`config.mk`:
```
export PLATFORM = sky130hd
export DESIGN_NAME = block_flag_run_decoder_top_flat
export DESIGN_NICKNAME = d
export VERILOG_FILES = /design/src/design/bfr_pkg.sv /design/src/design/bfr_in_if.sv /design/src/design/bfr_out_if.sv /design/src/design/bfr_front.sv /design/src/design/bfr_cmd_fifo.sv /design/src/design/bfr_packer.sv /design/src/design/block_flag_run_decoder_top.sv /design/src/flat_wrapper.sv
export SDC_FILE = /design/constraint.sdc
export NUM_CORES = 1
export LEC_CHECK = 0
export ABC_AREA = 1
export ABC_CLOCK_PERIOD_IN_PS = 11700
export BUFFER_PORTS_ARGS = -buffer_cell sky130_fd_sc_hd__buf_2
export CAP_MARGIN = 20
export CORE_ASPECT_RATIO = 2
export CORE_MARGIN = 10
export CORE_UTILIZATION = 40
export CTS_BUF_LIST = sky130_fd_sc_hd__clkbuf_4
export CTS_CLUSTER_DIAMETER = 150
export CTS_CLUSTER_SIZE = 12
export DETAILED_ROUTE_END_ITERATION = 16
export SKIP_CTS_REPAIR_TIMING = 1
export SLEW_MARGIN = 20
export SYNTH_ARGS = -nofsm -noshare
export SYNTH_HDL_FRONTEND = slang
export SYNTH_SLANG_ARGS = --single-unit
export TNS_END_PERCENT = 10
```
`constraint.sdc`:
```
create_clock -name clk -period 11.7 [get_ports clk]
set_input_delay 1.17 -clock clk [delete_from_list [all_inputs] [get_ports clk]]
set_output_delay 1.17 -clock clk [all_outputs]
set_load 0.005 [all_outputs]
```
`src/design/bfr_pkg.sv`:
```
`default_nettype none

package bfr_pkg;

    localparam int FLAG_COUNT_W   = 10;
    localparam int START_OFFSET_W = 3;
    localparam int CFG_INDEX_W    = 1;
    localparam int CFG_DATA_W     = 10;

    localparam logic [CFG_INDEX_W-1:0] REG_FLAG_COUNT   = 1'd0;
    localparam logic [CFG_INDEX_W-1:0] REG_START_OFFSET = 1'd1;

    // longest group: run flag plus maximal nominal length plus 5 bit field
    localparam int MAX_GROUP_FLAGS = 38;
    localparam int COUNT_W         = 6;
    localparam int QUEUE_DEPTH     = 8;

    typedef struct packed {
        logic [FLAG_COUNT_W-1:0]   flag_count;
        logic [START_OFFSET_W-1:0] start_offset;
    } cfg_t;

    // one packer command, produced per input transfer that starts, places or ends something
    typedef struct packed {
        logic                      start;
        logic [START_OFFSET_W-1:0] start_fill;
        logic                      flag;
        logic [COUNT_W-1:0]        count;
        logic                      finish;
        logic                      pad_final;
        logic                      overrun;
    } cmd_t;

endpackage

`default_nettype wire

```
`src/design/bfr_in_if.sv`:
```
`default_nettype none

interface bfr_in_if;
    logic valid;
    logic ready;
    logic stream_bit;
    logic restart;

    modport source (output valid, output stream_bit, output restart, input ready);
    modport sink (input valid, input stream_bit, input restart, output ready);
endinterface

`default_nettype wire

```
`src/design/bfr_out_if.sv`:
```
`default_nettype none

interface bfr_out_if;
    logic       valid;
    logic       ready;
    logic [7:0] flag_byte;
    logic       last_byte;
    logic       overrun;

    modport source (output valid, output flag_byte, output last_byte, output overrun,
                    input ready);
    modport sink (input valid, input flag_byte, input last_byte, input overrun,
                  output ready);
endinterface

`default_nettype wire

```
`src/design/bfr_front.sv`:
```
`default_nettype none

module bfr_front #(
    parameter int unsigned MAX_FLAGS = 1023
) (
    input  wire logic          clk,
    input  wire logic          rst_n,
    input  wire bfr_pkg::cfg_t cfg,
    bfr_in_if.sink             stream,
    input  wire logic          cmd_ready,
    output logic               cmd_valid,
    output bfr_pkg::cmd_t      cmd
);

    localparam int REM_W = $clog2(MAX_FLAGS + 1);

    typedef enum logic [2:0] {
        PH_IDLE,
        PH_RAW,
        PH_HDR,
        PH_LITFLAG,
        PH_LITBITS,
        PH_RUNFLAG,
        PH_RUNLEN
    } phase_t;

    typedef enum logic [1:0] {
        KIND_NONE,
        KIND_MAXRUN,
        KIND_LIT,
        KIND_SHORTRUN
    } kind_t;

    phase_t                      phase_reg, phase_next, ph;
    kind_t                       prior_reg, prior_next;
    logic                        cur_reg, cur_next;
    logic [REM_W-1:0]            rem_reg, rem_next;
    logic [2:0]                  fw_reg, fw_next;
    logic [4:0]                  fv_reg, fv_next;
    logic [2:0]                  fi_reg, fi_next;
    logic [bfr_pkg::COUNT_W-1:0] rl_reg, rl_next;

    logic                        accept;
    logic                        b;
    logic [31:0]                 fc_wide;
    logic [REM_W-1:0]            set_count;
    logic [2:0]                  fw_hdr;
    logic                        lit_flag;
    logic                        run_flag;
    logic [2:0]                  lit_n;
    logic [2:0]                  run_nom;
    logic [2:0]                  run_rl;
    logic                        do_lit;
    logic                        do_run;
    logic [4:0]                  fv_new;
    logic [2:0]                  fi_new;
    logic                        fld_done;
    logic [4:0]                  maxv;
    logic [31:0]                 avail;
    logic                        ovr;
    logic [4:0]                  temp_c;
    logic [bfr_pkg::COUNT_W-1:0] total;
    logic [REM_W-1:0]            rem_dec;

    assign accept       = stream.valid && cmd_ready;
    assign stream.ready = cmd_ready;
    assign b            = stream.stream_bit;

    assign fc_wide   = 32'(cfg.flag_count);
    assign set_count = (fc_wide > 32'(MAX_FLAGS)) ? REM_W'(MAX_FLAGS) : REM_W'(fc_wide);

    assign fw_hdr = (32'(rem_reg) < 32'd4) ? 3'd2 : ((32'(rem_reg) < 32'd16) ? 3'd4 : 3'd5);

    assign lit_flag = (ph == PH_HDR) ? ~cur_reg : b;
    assign run_flag = (ph == PH_HDR) ? ~cur_reg : b;
    assign run_nom  = (ph == PH_HDR) ? fw_hdr + 3'd1 : fw_reg + 3'd2;
    assign lit_n    = (32'(rem_reg) < 32'd5) ? 3'(rem_reg) : 3'd5;
    assign run_rl   = (32'(rem_reg) > 32'(run_nom)) ? run_nom : 3'(rem_reg);
    assign rem_dec  = rem_reg - REM_W'(1);

    assign fv_new   = fv_reg | (5'(b) << fi_reg);
    assign fi_new   = fi_reg + 3'd1;
    assign fld_done = (fi_new >= fw_reg) || (fi_new >= 3'd5);
    assign maxv     = 5'((6'd1 << fw_reg) - 6'd1);
    assign avail    = (32'(rem_reg) > 32'(rl_reg)) ? 32'(rem_reg) - 32'(rl_reg) : 32'd0;
    assign ovr      = 32'(fv_new) > avail;
    assign temp_c   = ovr ? 5'(avail) : fv_new;
    assign total    = rl_reg + bfr_pkg::COUNT_W'(temp_c);

    always_comb
    begin
        ph         = stream.restart ? PH_IDLE : phase_reg;
        phase_next = phase_reg;
        prior_next = prior_reg;
        cur_next   = cur_reg;
        rem_next   = rem_reg;
        fw_next    = fw_reg;
        fv_next    = fv_reg;
        fi_next    = fi_reg;
        rl_next    = rl_reg;
        cmd_valid  = 1'b0;
        cmd        = '0;
        do_lit     = 1'b0;
        do_run     = 1'b0;
        if (accept)
        begin
            case (ph)
                PH_RAW:
                begin
                    cmd_valid = 1'b1;
                    cmd.flag  = b;
                    cmd.count = bfr_pkg::COUNT_W'(1);
                    rem_next  = rem_dec;
                    if (rem_dec == '0)
                    begin
                        cmd.finish    = 1'b1;
                        cmd.pad_final = 1'b1;
                        phase_next    = PH_IDLE;
                        rl_next       = '0;
                        fv_next       = '0;
                        fi_next       = '0;
                    end
                end
                PH_HDR:
                begin
                    fw_next = fw_hdr;
                    if (!b)
                    begin
                        if (prior_reg == KIND_SHORTRUN)
                            do_lit = 1'b1;
                        else
                            phase_next = PH_LITFLAG;
                    end
                    else
                    begin
                        if (prior_reg == KIND_SHORTRUN)
                            do_run = 1'b1;
                        else
                            phase_next = PH_RUNFLAG;
                    end
                end
                PH_LITFLAG:
                begin
                    do_lit = 1'b1;
                end
                PH_LITBITS:
                begin
                    cmd_valid = 1'b1;
                    cmd.flag  = b;
                    cmd.count = bfr_pkg::COUNT_W'(1);
                    rem_next  = rem_dec;
                    rl_next   = rl_reg - bfr_pkg::COUNT_W'(1);
                    if (rem_dec == '0)
                    begin
                        cmd.finish = 1'b1;
                        phase_next = PH_IDLE;
                        rl_next    = '0;
                        fv_next    = '0;
                        fi_next    = '0;
                    end
                    else if (rl_reg == bfr_pkg::COUNT_W'(1))
                        phase_next = PH_HDR;
                end
                PH_RUNFLAG:
                begin
                    do_run = 1'b1;
                end
                PH_RUNLEN:
                begin
                    fv_next = fv_new;
                    fi_next = fi_new;
                    if (fld_done)
                    begin
                        prior_next    = (fv_new == maxv) ? KIND_MAXRUN : KIND_SHORTRUN;
                        cmd_valid     = 1'b1;
                        cmd.flag      = cur_reg;
                        cmd.count     = total;
                        cmd.overrun   = ovr;
                        rem_next      = rem_reg - REM_W'(total);
                        rl_next       = '0;
                        fv_next       = '0;
                        fi_next       = '0;
                        if (rem_reg == REM_W'(total))
                        begin
                            cmd.finish = 1'b1;
                            phase_next = PH_IDLE;
                        end
                        else
                            phase_next = PH_HDR;
                    end
                end
                default:
                begin
                    rem_next       = set_count;
                    prior_next     = KIND_NONE;
                    cur_next       = 1'b0;
                    rl_next        = '0;
                    fv_next        = '0;
                    fi_next        = '0;
                    cmd_valid      = 1'b1;
                    cmd.start      = 1'b1;
                    cmd.start_fill = b ? cfg.start_offset : '0;
                    if (set_count == '0)
                    begin
                        cmd.finish    = 1'b1;
                        cmd.pad_final = !b;
                        phase_next    = PH_IDLE;
                    end
                    else
                        phase_next = b ? PH_HDR : PH_RAW;
                end
            endcase

            if (do_lit)
            begin
                cur_next   = lit_flag;
                prior_next = KIND_LIT;
                cmd_valid  = 1'b1;
                cmd.flag   = lit_flag;
                cmd.count  = bfr_pkg::COUNT_W'(1);
                rem_next   = rem_dec;
                rl_next    = bfr_pkg::COUNT_W'(lit_n) - bfr_pkg::COUNT_W'(1);
                if (lit_n == 3'd1)
                begin
                    cmd.finish = 1'b1;
                    phase_next = PH_IDLE;
                    rl_next    = '0;
                    fv_next    = '0;
                    fi_next    = '0;
                end
                else
                    phase_next = PH_LITBITS;
            end

            if (do_run)
            begin
                cur_next = run_flag;
                if (32'(rem_reg) > 32'(run_rl))
                begin
                    rl_next    = bfr_pkg::COUNT_W'(run_rl);
                    fv_next    = '0;
                    fi_next    = '0;
                    phase_next = PH_RUNLEN;
                end
                else
                begin
                    cmd_valid  = 1'b1;
                    cmd.flag   = run_flag;
                    cmd.count  = bfr_pkg::COUNT_W'(run_rl);
                    cmd.finish = 1'b1;
                    rem_next   = '0;
                    rl_next    = '0;
                    fv_next    = '0;
                    fi_next    = '0;
                    phase_next = PH_IDLE;
                end
            end
        end
    end

    always_ff @(posedge clk or negedge rst_n)
    begin
        if (!rst_n)
        begin
            phase_reg <= PH_IDLE;
            prior_reg <= KIND_NONE;
            cur_reg   <= 1'b0;
            rem_reg   <= '0;
            fw_reg    <= '0;
            fv_reg    <= '0;
            fi_reg    <= '0;
            rl_reg    <= '0;
        end
        else
        begin
            phase_reg <= phase_next;
            prior_reg <= prior_next;
            cur_reg   <= cur_next;
            rem_reg   <= rem_next;
            fw_reg    <= fw_next;
            fv_reg    <= fv_next;
            fi_reg    <= fi_next;
            rl_reg    <= rl_next;
        end
    end

endmodule

`default_nettype wire

```
`src/design/bfr_cmd_fifo.sv`:
```
`default_nettype none

module bfr_cmd_fifo (
    input  wire logic          clk,
    input  wire logic          rst_n,
    input  wire logic          push,
    input  wire bfr_pkg::cmd_t push_cmd,
    output logic               full,
    output logic               head_valid,
    output bfr_pkg::cmd_t      head_cmd,
    input  wire logic          pop
);

    localparam int PTR_W = $clog2(bfr_pkg::QUEUE_DEPTH);

    bfr_pkg::cmd_t    mem_reg [bfr_pkg::QUEUE_DEPTH];
    logic [PTR_W-1:0] wr_ptr_reg, wr_ptr_next;
    logic [PTR_W-1:0] rd_ptr_reg, rd_ptr_next;
    logic [PTR_W:0]   count_reg, count_next;
    logic             do_push;
    logic             do_pop;

    assign full       = (count_reg == (PTR_W + 1)'(bfr_pkg::QUEUE_DEPTH));
    assign head_valid = (count_reg != '0);
    assign head_cmd   = mem_reg[rd_ptr_reg];
    assign do_push    = push && !full;
    assign do_pop     = pop && head_valid;

    always_comb
    begin
        wr_ptr_next = do_push ? wr_ptr_reg + PTR_W'(1) : wr_ptr_reg;
        rd_ptr_next = do_pop ? rd_ptr_reg + PTR_W'(1) : rd_ptr_reg;
        count_next  = count_reg;
        if (do_push && !do_pop)
            count_next = count_reg + (PTR_W + 1)'(1);
        else if (do_pop && !do_push)
            count_next = count_reg - (PTR_W + 1)'(1);
    end

    always_ff @(posedge clk or negedge rst_n)
    begin
        if (!rst_n)
        begin
            wr_ptr_reg <= '0;
            rd_ptr_reg <= '0;
            count_reg  <= '0;
        end
        else
        begin
            wr_ptr_reg <= wr_ptr_next;
            rd_ptr_reg <= rd_ptr_next;
            count_reg  <= count_next;
        end
    end

    always_ff @(posedge clk)
    begin
        if (do_push)
            mem_reg[wr_ptr_reg] <= push_cmd;
    end

endmodule

`default_nettype wire

```
`src/design/bfr_packer.sv`:
```
`default_nettype none

module bfr_packer (
    input  wire logic          clk,
    input  wire logic          rst_n,
    input  wire logic          head_valid,
    input  wire bfr_pkg::cmd_t head_cmd,
    output logic               pop,
    bfr_out_if.source          flags
);

    logic [7:0]                  buf_reg, buf_next;
    logic [2:0]                  fill_reg, fill_next;
    logic [bfr_pkg::COUNT_W-1:0] done_reg, done_next;
    logic                        out_valid_reg, out_valid_next;
    logic [7:0]                  out_byte_reg, out_byte_next;
    logic                        out_last_reg, out_last_next;
    logic                        out_ovr_reg, out_ovr_next;

    logic                        adv;
    logic                        st;
    logic [2:0]                  fill_cur;
    logic [7:0]                  buf_cur;
    logic [bfr_pkg::COUNT_W-1:0] rem;
    logic [3:0]                  room;
    logic [3:0]                  k;
    logic [3:0]                  sum;
    logic [7:0]                  mask;
    logic [7:0]                  new_buf;
    logic                        all_placed;

    assign flags.valid     = out_valid_reg;
    assign flags.flag_byte = out_byte_reg;
    assign flags.last_byte = out_last_reg;
    assign flags.overrun   = out_ovr_reg;

    assign adv        = head_valid && (!out_valid_reg || flags.ready);
    assign st         = head_cmd.start && (done_reg == '0);
    assign fill_cur   = st ? head_cmd.start_fill : fill_reg;
    assign buf_cur    = st ? 8'h00 : buf_reg;
    assign rem        = head_cmd.count - done_reg;
    assign room       = 4'd8 - {1'b0, fill_cur};
    assign k          = (rem < bfr_pkg::COUNT_W'(room)) ? 4'(rem) : room;
    assign sum        = {1'b0, fill_cur} + k;
    assign mask       = (8'hff << fill_cur) & ~(8'hff << sum);
    assign new_buf    = buf_cur | (head_cmd.flag ? mask : 8'h00);
    assign all_placed = (bfr_pkg::COUNT_W'(k) == rem);

    always_comb
    begin
        buf_next       = buf_reg;
        fill_next      = fill_reg;
        done_next      = done_reg;
        out_valid_next = out_valid_reg && !flags.ready;
        out_byte_next  = out_byte_reg;
        out_last_next  = out_last_reg;
        out_ovr_next   = out_ovr_reg;
        pop            = 1'b0;
        if (adv)
        begin
            if (sum == 4'd8)
            begin
                // a byte filled
                out_valid_next = 1'b1;
                out_byte_next  = new_buf;
                out_last_next  = head_cmd.finish && all_placed && !head_cmd.pad_final;
                out_ovr_next   = head_cmd.overrun;
                buf_next       = 8'h00;
                fill_next      = 3'd0;
                if (all_placed && !(head_cmd.finish && head_cmd.pad_final))
                begin
                    pop       = 1'b1;
                    done_next = '0;
                end
                else
                    done_next = done_reg + bfr_pkg::COUNT_W'(k);
            end
            else
            begin
                pop       = 1'b1;
                done_next = '0;
                if (head_cmd.finish)
                begin
                    if (head_cmd.pad_final || (sum != 4'd0))
                    begin
                        out_valid_next = 1'b1;
                        out_byte_next  = new_buf;
                        out_last_next  = 1'b1;
                        out_ovr_next   = head_cmd.overrun;
                    end
                    buf_next  = 8'h00;
                    fill_next = 3'd0;
                end
                else
                begin
                    buf_next  = new_buf;
                    fill_next = sum[2:0];
                end
            end
        end
    end

    always_ff @(posedge clk or negedge rst_n)
    begin
        if (!rst_n)
        begin
            buf_reg       <= 8'h00;
            fill_reg      <= 3'd0;
            done_reg      <= '0;
            out_valid_reg <= 1'b0;
        end
        else
        begin
            buf_reg       <= buf_next;
            fill_reg      <= fill_next;
            done_reg      <= done_next;
            out_valid_reg <= out_valid_next;
        end
    end

    always_ff @(posedge clk)
    begin
        out_byte_reg <= out_byte_next;
        out_last_reg <= out_last_next;
        out_ovr_reg  <= out_ovr_next;
    end

endmodule

`default_nettype wire

```
`src/design/block_flag_run_decoder_top.sv`:
```
// channel   dir   handshake       payload
// stream    in    valid / ready   stream_bit, restart
// flags     out   valid / ready   flag_byte[7:0], last_byte, overrun
// cfg       in    cfg_we          cfg_index, cfg_data (no read-back)
//
// one input bit per cycle while the command queue is not full; the front decodes each bit in the cycle it is taken
// the packer places up to one byte worth of flags per cycle while the flags output
// is not stalled, so a run spanning n bytes goes out byte by byte (and one more with a zero raw tail byte)
// an 8-entry command queue between front and packer takes up run bursts
// stream.ready drops only while that queue is full; flags output is registered
// asynchronous active-low reset, no clearing pass
`default_nettype none

module block_flag_run_decoder_top #(
    parameter int unsigned MAX_FLAGS = 1023
) (
    input  wire logic                              clk,
    input  wire logic                              rst_n,
    bfr_in_if.sink                                 stream,
    bfr_out_if.source                              flags,
    input  wire logic                              cfg_we,
    input  wire logic [bfr_pkg::CFG_INDEX_W-1:0]   cfg_index,
    input  wire logic [bfr_pkg::CFG_DATA_W-1:0]    cfg_data
);

    bfr_pkg::cfg_t cfg_reg;
    logic          cmd_push;
    bfr_pkg::cmd_t cmd;
    logic          queue_full;
    logic          head_valid;
    bfr_pkg::cmd_t head_cmd;
    logic          head_pop;

    always_ff @(posedge clk or negedge rst_n)
    begin
        if (!rst_n)
        begin
            cfg_reg.flag_count   <= bfr_pkg::FLAG_COUNT_W'(1);
            cfg_reg.start_offset <= bfr_pkg::START_OFFSET_W'(1);
        end
        else if (cfg_we)
        begin
            case (cfg_index)
                bfr_pkg::REG_FLAG_COUNT:
                    cfg_reg.flag_count <= cfg_data[bfr_pkg::FLAG_COUNT_W-1:0];
                bfr_pkg::REG_START_OFFSET:
                    cfg_reg.start_offset <= cfg_data[bfr_pkg::START_OFFSET_W-1:0];
                default:
                    cfg_reg <= cfg_reg;
            endcase
        end
    end

    bfr_front #(
        .MAX_FLAGS (MAX_FLAGS)
    ) u_front (
        .clk       (clk),
        .rst_n     (rst_n),
        .cfg       (cfg_reg),
        .stream    (stream),
        .cmd_ready (!queue_full),
        .cmd_valid (cmd_push),
        .cmd       (cmd)
    );

    bfr_cmd_fifo u_queue (
        .clk        (clk),
        .rst_n      (rst_n),
        .push       (cmd_push),
        .push_cmd   (cmd),
        .full       (queue_full),
        .head_valid (head_valid),
        .head_cmd   (head_cmd),
        .pop        (head_pop)
    );

    bfr_packer u_packer (
        .clk        (clk),
        .rst_n      (rst_n),
        .head_valid (head_valid),
        .head_cmd   (head_cmd),
        .pop        (head_pop),
        .flags      (flags)
    );

    a_no_push_when_full : assert property (@(posedge clk) disable iff (!rst_n)
        cmd_push |-> !queue_full)
        else $error("command pushed into a full queue");

    a_overrun_ends_set : assert property (@(posedge clk) disable iff (!rst_n)
        (cmd_push && cmd.overrun) |-> cmd.finish)
        else $error("truncated run did not end the flag set");

    a_group_bound : assert property (@(posedge clk) disable iff (!rst_n)
        head_valid |-> (head_cmd.count <= bfr_pkg::COUNT_W'(bfr_pkg::MAX_GROUP_FLAGS)))
        else $error("command places more flags than one group allows");

    a_start_is_empty : assert property (@(posedge clk) disable iff (!rst_n)
        (head_valid && head_cmd.start) |-> (head_cmd.count == '0))
        else $error("set start command carries flags");

endmodule

`default_nettype wire
```
`src/flat_wrapper.sv`:
```
// flat-port wrapper written by rule: the top's interface ports become plain ports
module block_flag_run_decoder_top_flat 
#(
    parameter int unsigned MAX_FLAGS = 1023
)
  (clk, rst_n, cfg_we, cfg_index, cfg_data, stream_valid, stream_stream_bit, stream_restart, stream_ready, flags_valid, flags_flag_byte, flags_last_byte, flags_overrun, flags_ready);
  bfr_in_if stream_i ();
  bfr_out_if flags_i ();
  input  wire logic clk;
  input  wire logic rst_n;
  input  wire logic cfg_we;
  input  wire logic [bfr_pkg::CFG_INDEX_W-1:0] cfg_index;
  input  wire logic [bfr_pkg::CFG_DATA_W-1:0] cfg_data;
  input wire logic [$bits(stream_i.valid)-1:0] stream_valid;
  input wire logic [$bits(stream_i.stream_bit)-1:0] stream_stream_bit;
  input wire logic [$bits(stream_i.restart)-1:0] stream_restart;
  output wire logic [$bits(stream_i.ready)-1:0] stream_ready;
  output wire logic [$bits(flags_i.valid)-1:0] flags_valid;
  output wire logic [$bits(flags_i.flag_byte)-1:0] flags_flag_byte;
  output wire logic [$bits(flags_i.last_byte)-1:0] flags_last_byte;
  output wire logic [$bits(flags_i.overrun)-1:0] flags_overrun;
  input wire logic [$bits(flags_i.ready)-1:0] flags_ready;
  assign stream_i.valid = stream_valid;
  assign stream_i.stream_bit = stream_stream_bit;
  assign stream_i.restart = stream_restart;
  assign stream_ready = stream_i.ready;
  assign flags_valid = flags_i.valid;
  assign flags_flag_byte = flags_i.flag_byte;
  assign flags_last_byte = flags_i.last_byte;
  assign flags_overrun = flags_i.overrun;
  assign flags_i.ready = flags_ready;
  block_flag_run_decoder_top #(.MAX_FLAGS(MAX_FLAGS)) u_core (.clk(clk), .rst_n(rst_n), .stream(stream_i), .flags(flags_i), .cfg_we(cfg_we), .cfg_index(cfg_index), .cfg_data(cfg_data));
endmodule
```
* Word-level counts from Yosys, hierarchy flattened *
Memory sizes are Yosys's and may differ from the RTL's.
Index checks and enable logic that the tools add are counted.

cells by class
  $add $sub $neg = 18
  multipliers = 0
  div/mod/pow operators = 0
  order comparisons = 11
  eq/ne operators = 23
  shift-type cells = 4
  multiplexer cells = 117
  bitwise gates (word level) = 6
  reduce and logical (&&, ||, !) cells = 45

operators with widths
  operator                                             count
  two-way mux 8 bit                                    11
  two-way mux 3 bit                                    26
  two-way mux 10 bit                                   5
  two-way mux 6 bit                                    8
  two-way mux 1 bit                                    35
  > comparator 5 x 32 -> 1 bit                         1
  two-way mux 32 bit                                   1
  two-way mux 5 bit                                    6
  one-hot mux 10 bit (3 select lines)                  1
  one-hot mux 6 bit (4 select lines)                   1
  > comparator 10 x 3 -> 1 bit                         2
  logical NOT 10 bit                                   2
  < comparator 10 x 3 -> 1 bit, second input constant  2
  two-way mux 2 bit                                    8
  two-way mux 4 bit                                    4
  one-hot mux 3 bit (5 select lines)                   1
  one-hot mux 5 bit (3 select lines)                   1
  two-way mux 14 bit                                   1
  one-hot mux 7 bit (2 select lines)                   1
  adder 3 x 1 -> 3 bit, second input constant          4
  logical AND 1 bit                                    12
  subtractor 10 x 6 -> 11 bit                          1
  == test 10 x 6 -> 1 bit                              1
  > comparator 10 bit, second input constant           1
  other kinds (58)                                     88

storage, ports and cells
  register bits = 84
  latch bits = 0
  bits in writable memories = 112
  memory bits (read-only) = 0
  output and inout port bits = 12
  memories kept = 1

memories
  name                    depth  width  rd ports  clocked after Yosys merged registers in  wr ports  RTL line            RTL
  u_core.u_queue.mem_reg  8      14     1         0                                        1         bfr_cmd_fifo.sv:16  bfr_pkg::cmd_t mem_reg [bfr_pkg::QUEUE_DEPTH];

* Logic depth before layout (Yosys ltp) *
  depth in word-level cells = 16
  depth in mapped cells = 44
  mapped depth without buffers = 42

* By module *
Synthesis repeated with hierarchy kept, for this count alone.

second synthesis, totals
  cell total of the unflattened synthesis = 1,546
  area, all modules = 12,479.5 um2

by module, submodules not included
  module                      instances  cells an instance  area an instance (um2)  sequential area each (um2)
  bfr_cmd_fifo                1          455                5,079.9                 3,613.5
  bfr_front                   1          746                4,564.4                 825.8
  bfr_packer                  1          286                2,273.4                 750.7
  block_flag_run_decoder_top  1          59                 561.8                   327.8

* Worst setup path before layout *
Ideal clock, no wire load.

  path type = flip-flop to flip-flop
  start = register u_core.u_queue.rd_ptr_reg[0]
  end = register u_core.u_queue.count_reg[3]
  arrival time = 6,449 ps
  data required time = 11,575 ps
  slack = 5,126 ps
  cell stages (with the launch flop) = 42
  path buffers = 6
  clock period less this slack = 6,574 ps
  path through = dfrtp_1 > inv_2 > buf_6 > buf_6 > clkbuf_1 > clkbuf_1 > clkbuf_1 > nor2_1 > o22ai_1 > nor2_1 > a31oi_1 > ha_1 > inv_1 > o31ai_1 > xor2_1 > inv_1 > ha_1 > a21o_1 > (+6 left out) > fa_1 > or2_2 > nand2_1 > inv_1 > nor2_1 > nand3_2 > clkinv_1 > nand2_4 > nand2_4 > ha_1 > inv_1 > ha_1 > a21o_1 > a21oi_1 > nand2_1 > nand2_1 > nor2_1 > xor2_1

on the way
  cells in the longest elaborated chain, start to end = 15

ends and longest elaborated chain
  element                                                                              RTL line            RTL
  from (decl)                                                                          bfr_cmd_fifo.sv:18  logic [PTR_W-1:0] rd_ptr_reg, rd_ptr_next;
  from (signal assigned)                                                               bfr_cmd_fifo.sv:51  rd_ptr_reg <= rd_ptr_next;
  memory (8 x 14 bit) (*)                                                              n/a
  parallel branches: the longest is 8 deep, another holds < comparator 6 x 4 -> 1 bit  n/a
  two-way mux 1 bit (*)                                                                bfr_packer.sv:61    if (sum == 4'd8)
  two-way mux 1 bit (*)                                                                bfr_packer.sv:59    if (adv)
  logical AND 1 bit (*)                                                                bfr_cmd_fifo.sv:27  assign do_pop = pop && head_valid;
  logical NOT 1 bit                                                                    bfr_cmd_fifo.sv:34  if (do_push && !do_pop)
  logical AND 1 bit                                                                    bfr_cmd_fifo.sv:34
  two-way mux 4 bit or nonzero test 2 bit (tied branches)                              n/a
  to (signal assigned)                                                                 bfr_cmd_fifo.sv:52  count_reg <= count_next;
  to (decl)                                                                            bfr_cmd_fifo.sv:19  logic [PTR_W:0] count_reg, count_next;

Mark *: on every way between the ends.
A chain may end at the register's enable or synchronous reset.

* Final worst setup path *
Ends and elaborated chain as after synthesis.

==> metrics.cfg <==
[run_status]
status = complete, no violations

[cts]
cts_buffer_depth = 2
cts_root_buffer = clkbuf_4
cts_tree = done
clkSinkCount = 196
clk_pin_slew_ns = 0.17
h-tree-depth = 4
cts_buffers = 17
clk_latency_ns = 0.66

[detailed_routing]
met1Wirelength_mm = 10.66
via_per_inst = 5.368
drt-initial-drc-count = 581
dr.pass1.iters = 7
vias = 9389
met3_wirelength_um = 934
top_layer = met4
wire_per_inst_um = 18.50
postRouteAntennaNets = 0
wl_mm = 32.36
drc = 0
met2_length_mm = 18.54

[placed_design]
portBuffers = 29
hpwl_mm = 24.79
gp_congestion = 0.9431
place_ws_ns = 4.470
dp.cells = 1716

[yosys]
synth_seq_area_share_pct = 47.64
synthAdderAreaFrac_pct = 8.232
syn_inst = 1343
synth_xor_area_share_pct = 2.571
synth_mux_area_share_pct = 0.1945
syn_avg_cell_area_um2 = 8.623
synth_top_family_by_area = simple AND/OR/NAND/NOR gates
yosys.cell_count.top_type = nand2_1
ys_top_cells_by_count = nand2_1, nor2_1, inv_1
yosysUniqueCellTypes = 50
synth_area_leader_cell = edfxtp_1
synth-seq-cells = 196
synthArstFlopShare_pct = 37.76
ys.flop_type = edfxtp_1
synth_compound_area_share_pct = 13.46
synth.area.top_cells = edfxtp_1, dfrtp_1, nand2_1, ha_1, o21ai_0
synth_top_cell_area_share_pct = 31.63
synth_nets = 1433
yosys_warnings = 0
synth-simple-area-share_pct = 20.86
synth_edf_count = 122
syn_area_mm2 = 0.01158

[final_layout]
fin_nets = 1465
drive_above_1_share_pct = 9.582
fin_util_pct = 43.25
largest_register_ff_count = 112
final-instance-count-excl-fill = 1749
area_growth_pct = 7.314

[floorplan]
ios = 30
start_util_pct = 40.30
core_mm2 = 0.02874
floorplan.die.height_um = 260.6
die_w_um = 140.3
dieArea_mm2 = 0.03657
rows = 88

[global_route]
antenna_found_initial = 1
grt_pass1_wl_mm = 50.45
grt_max_degree = 75
grt_pass1_vias = 9474
grt_usage_pct = 17.81
grt_overflow = 0

[setup_path]
setup.worst_path.end_class = flip-flop
required_ns = 12.26
arrival_ns = 7.80
critPathMaxStageDelay_ns = 0.50
start_kind = flip-flop
worstSetupPathType = flip-flop to flip-flop
path_max_fanout = 59
crit_slowest_cell = inv_2

[min_path]
hold_class = flip-flop to flip-flop

[timing]
layout_worst_path_cycle_share_pct = 61.89
maxSlewViolCount = 0
setup_tns_ns = 0
tightest_slew_ns = 0.9805
finalSetupViolCount = 0
setup_ws_ns = 4.459
finalClockSkew_ns = 0.03498
slew_headroom_pct = 34.39
fmax_mhz = 138.1
period_needed_ns = 7.241
hold_viol = 0
rsz0062_at_grt = false

[job]
maxCapViolations = 0

## worst max-delay path: cells and delay by family, from the launching register on
| family | cells | cell delay (ns) |
|---|---|---|
| adders and majority gates | 6 | 1.77 |
| and+or+nand+nor | 12 | 1.53 |
| AOI/OAI and AO/OA | 8 | 1.53 |
| buffers and inverters | 8 | 1.50 |
| xor gates and xnor gates | 2 | 0.39 |
| DFF | 1 | 0.37 |
## final timing paths
kind,start,end,slack [ns],cells past startpoint
worst min-delay path,u_core.u_front.prior_reg[1],u_core.u_front.prior_reg[1],0.50,1
min in group asynchronous,rst_n,u_core.cfg_reg[7],0.51,1
worst max-delay path,u_core.u_queue.rd_ptr_reg[0],u_core.u_queue.count_reg[3],4.46,36
worst min register to register,u_core.u_front.prior_reg[1],u_core.u_front.prior_reg[1],0.50,1
worst max register to register,u_core.u_queue.rd_ptr_reg[0],u_core.u_queue.count_reg[3],4.46,36
max in group asynchronous,rst_n,u_core.u_front.fv_reg[4],10.65,1
## area by class of cell
| class | instances | area, um^2 |
|---|---|---|
| flip-flops and latches | 196 | 5518 |
| clock buffers | 17 | 127.6 |
| fillers | 2833 | 16310 |
| multi-input cells | 942 | 5255 |
| clock inverters | 15 | 157.7 |
| well taps | 360 | 450.4 |
| repair buffers | 44 | 264.0 |
| diodes | 1 | 2.502 |
| inverters | 174 | 653.1 |
## per-stage QoR
step / hold slack, ns / cell area (um^2)
final: 0.4989 / 12430
after global routing: 0.5077 / 12430
after CTS: 0.5024 / 12420
after detailed placement: 0.4662 / 12140
after global placement: 0.4616 / 12140
after floorplan: 0.4425 / 11580
## per-layer routing
layer | up-vias | GRT usage [%]
li1 | 4578 | -
met1 | 4446 | 15.53
met2 | 245 | 35.26
met3 | 120 | 2.530
met4 | 0 | 13.02
met5 | - | 0
## kinds of logic (layout without fill, tap and decap cells)
kind of cell,Yosys count,in the layout
xor gates and xnor gates,34,34
buffers and inverters,205,250
DFF,196,196
muxes,2,2
AOI/OAI and AO/OA,276,276
and+or+nand+nor,558,558
other,0,1
adders and majority gates,72,72
## cells in the final DEF (no fill, tap or decap), drive strengths merged, types with 44 or more instances in the layout
cell type / Yosys / routed
nor2: 185 / 185
o21ai: 152 / 152
nand2: 267 / 267
dfrtp: 72 / 72
edfxtp: 122 / 122
ha: 65 / 65
buf: 11 / 44
nand3: 70 / 70
a21oi: 48 / 48
inv: 172 / 181
Power is not shown: default switching activity piles up to over one toggle a cycle in this logic, so the estimate is an artifact.
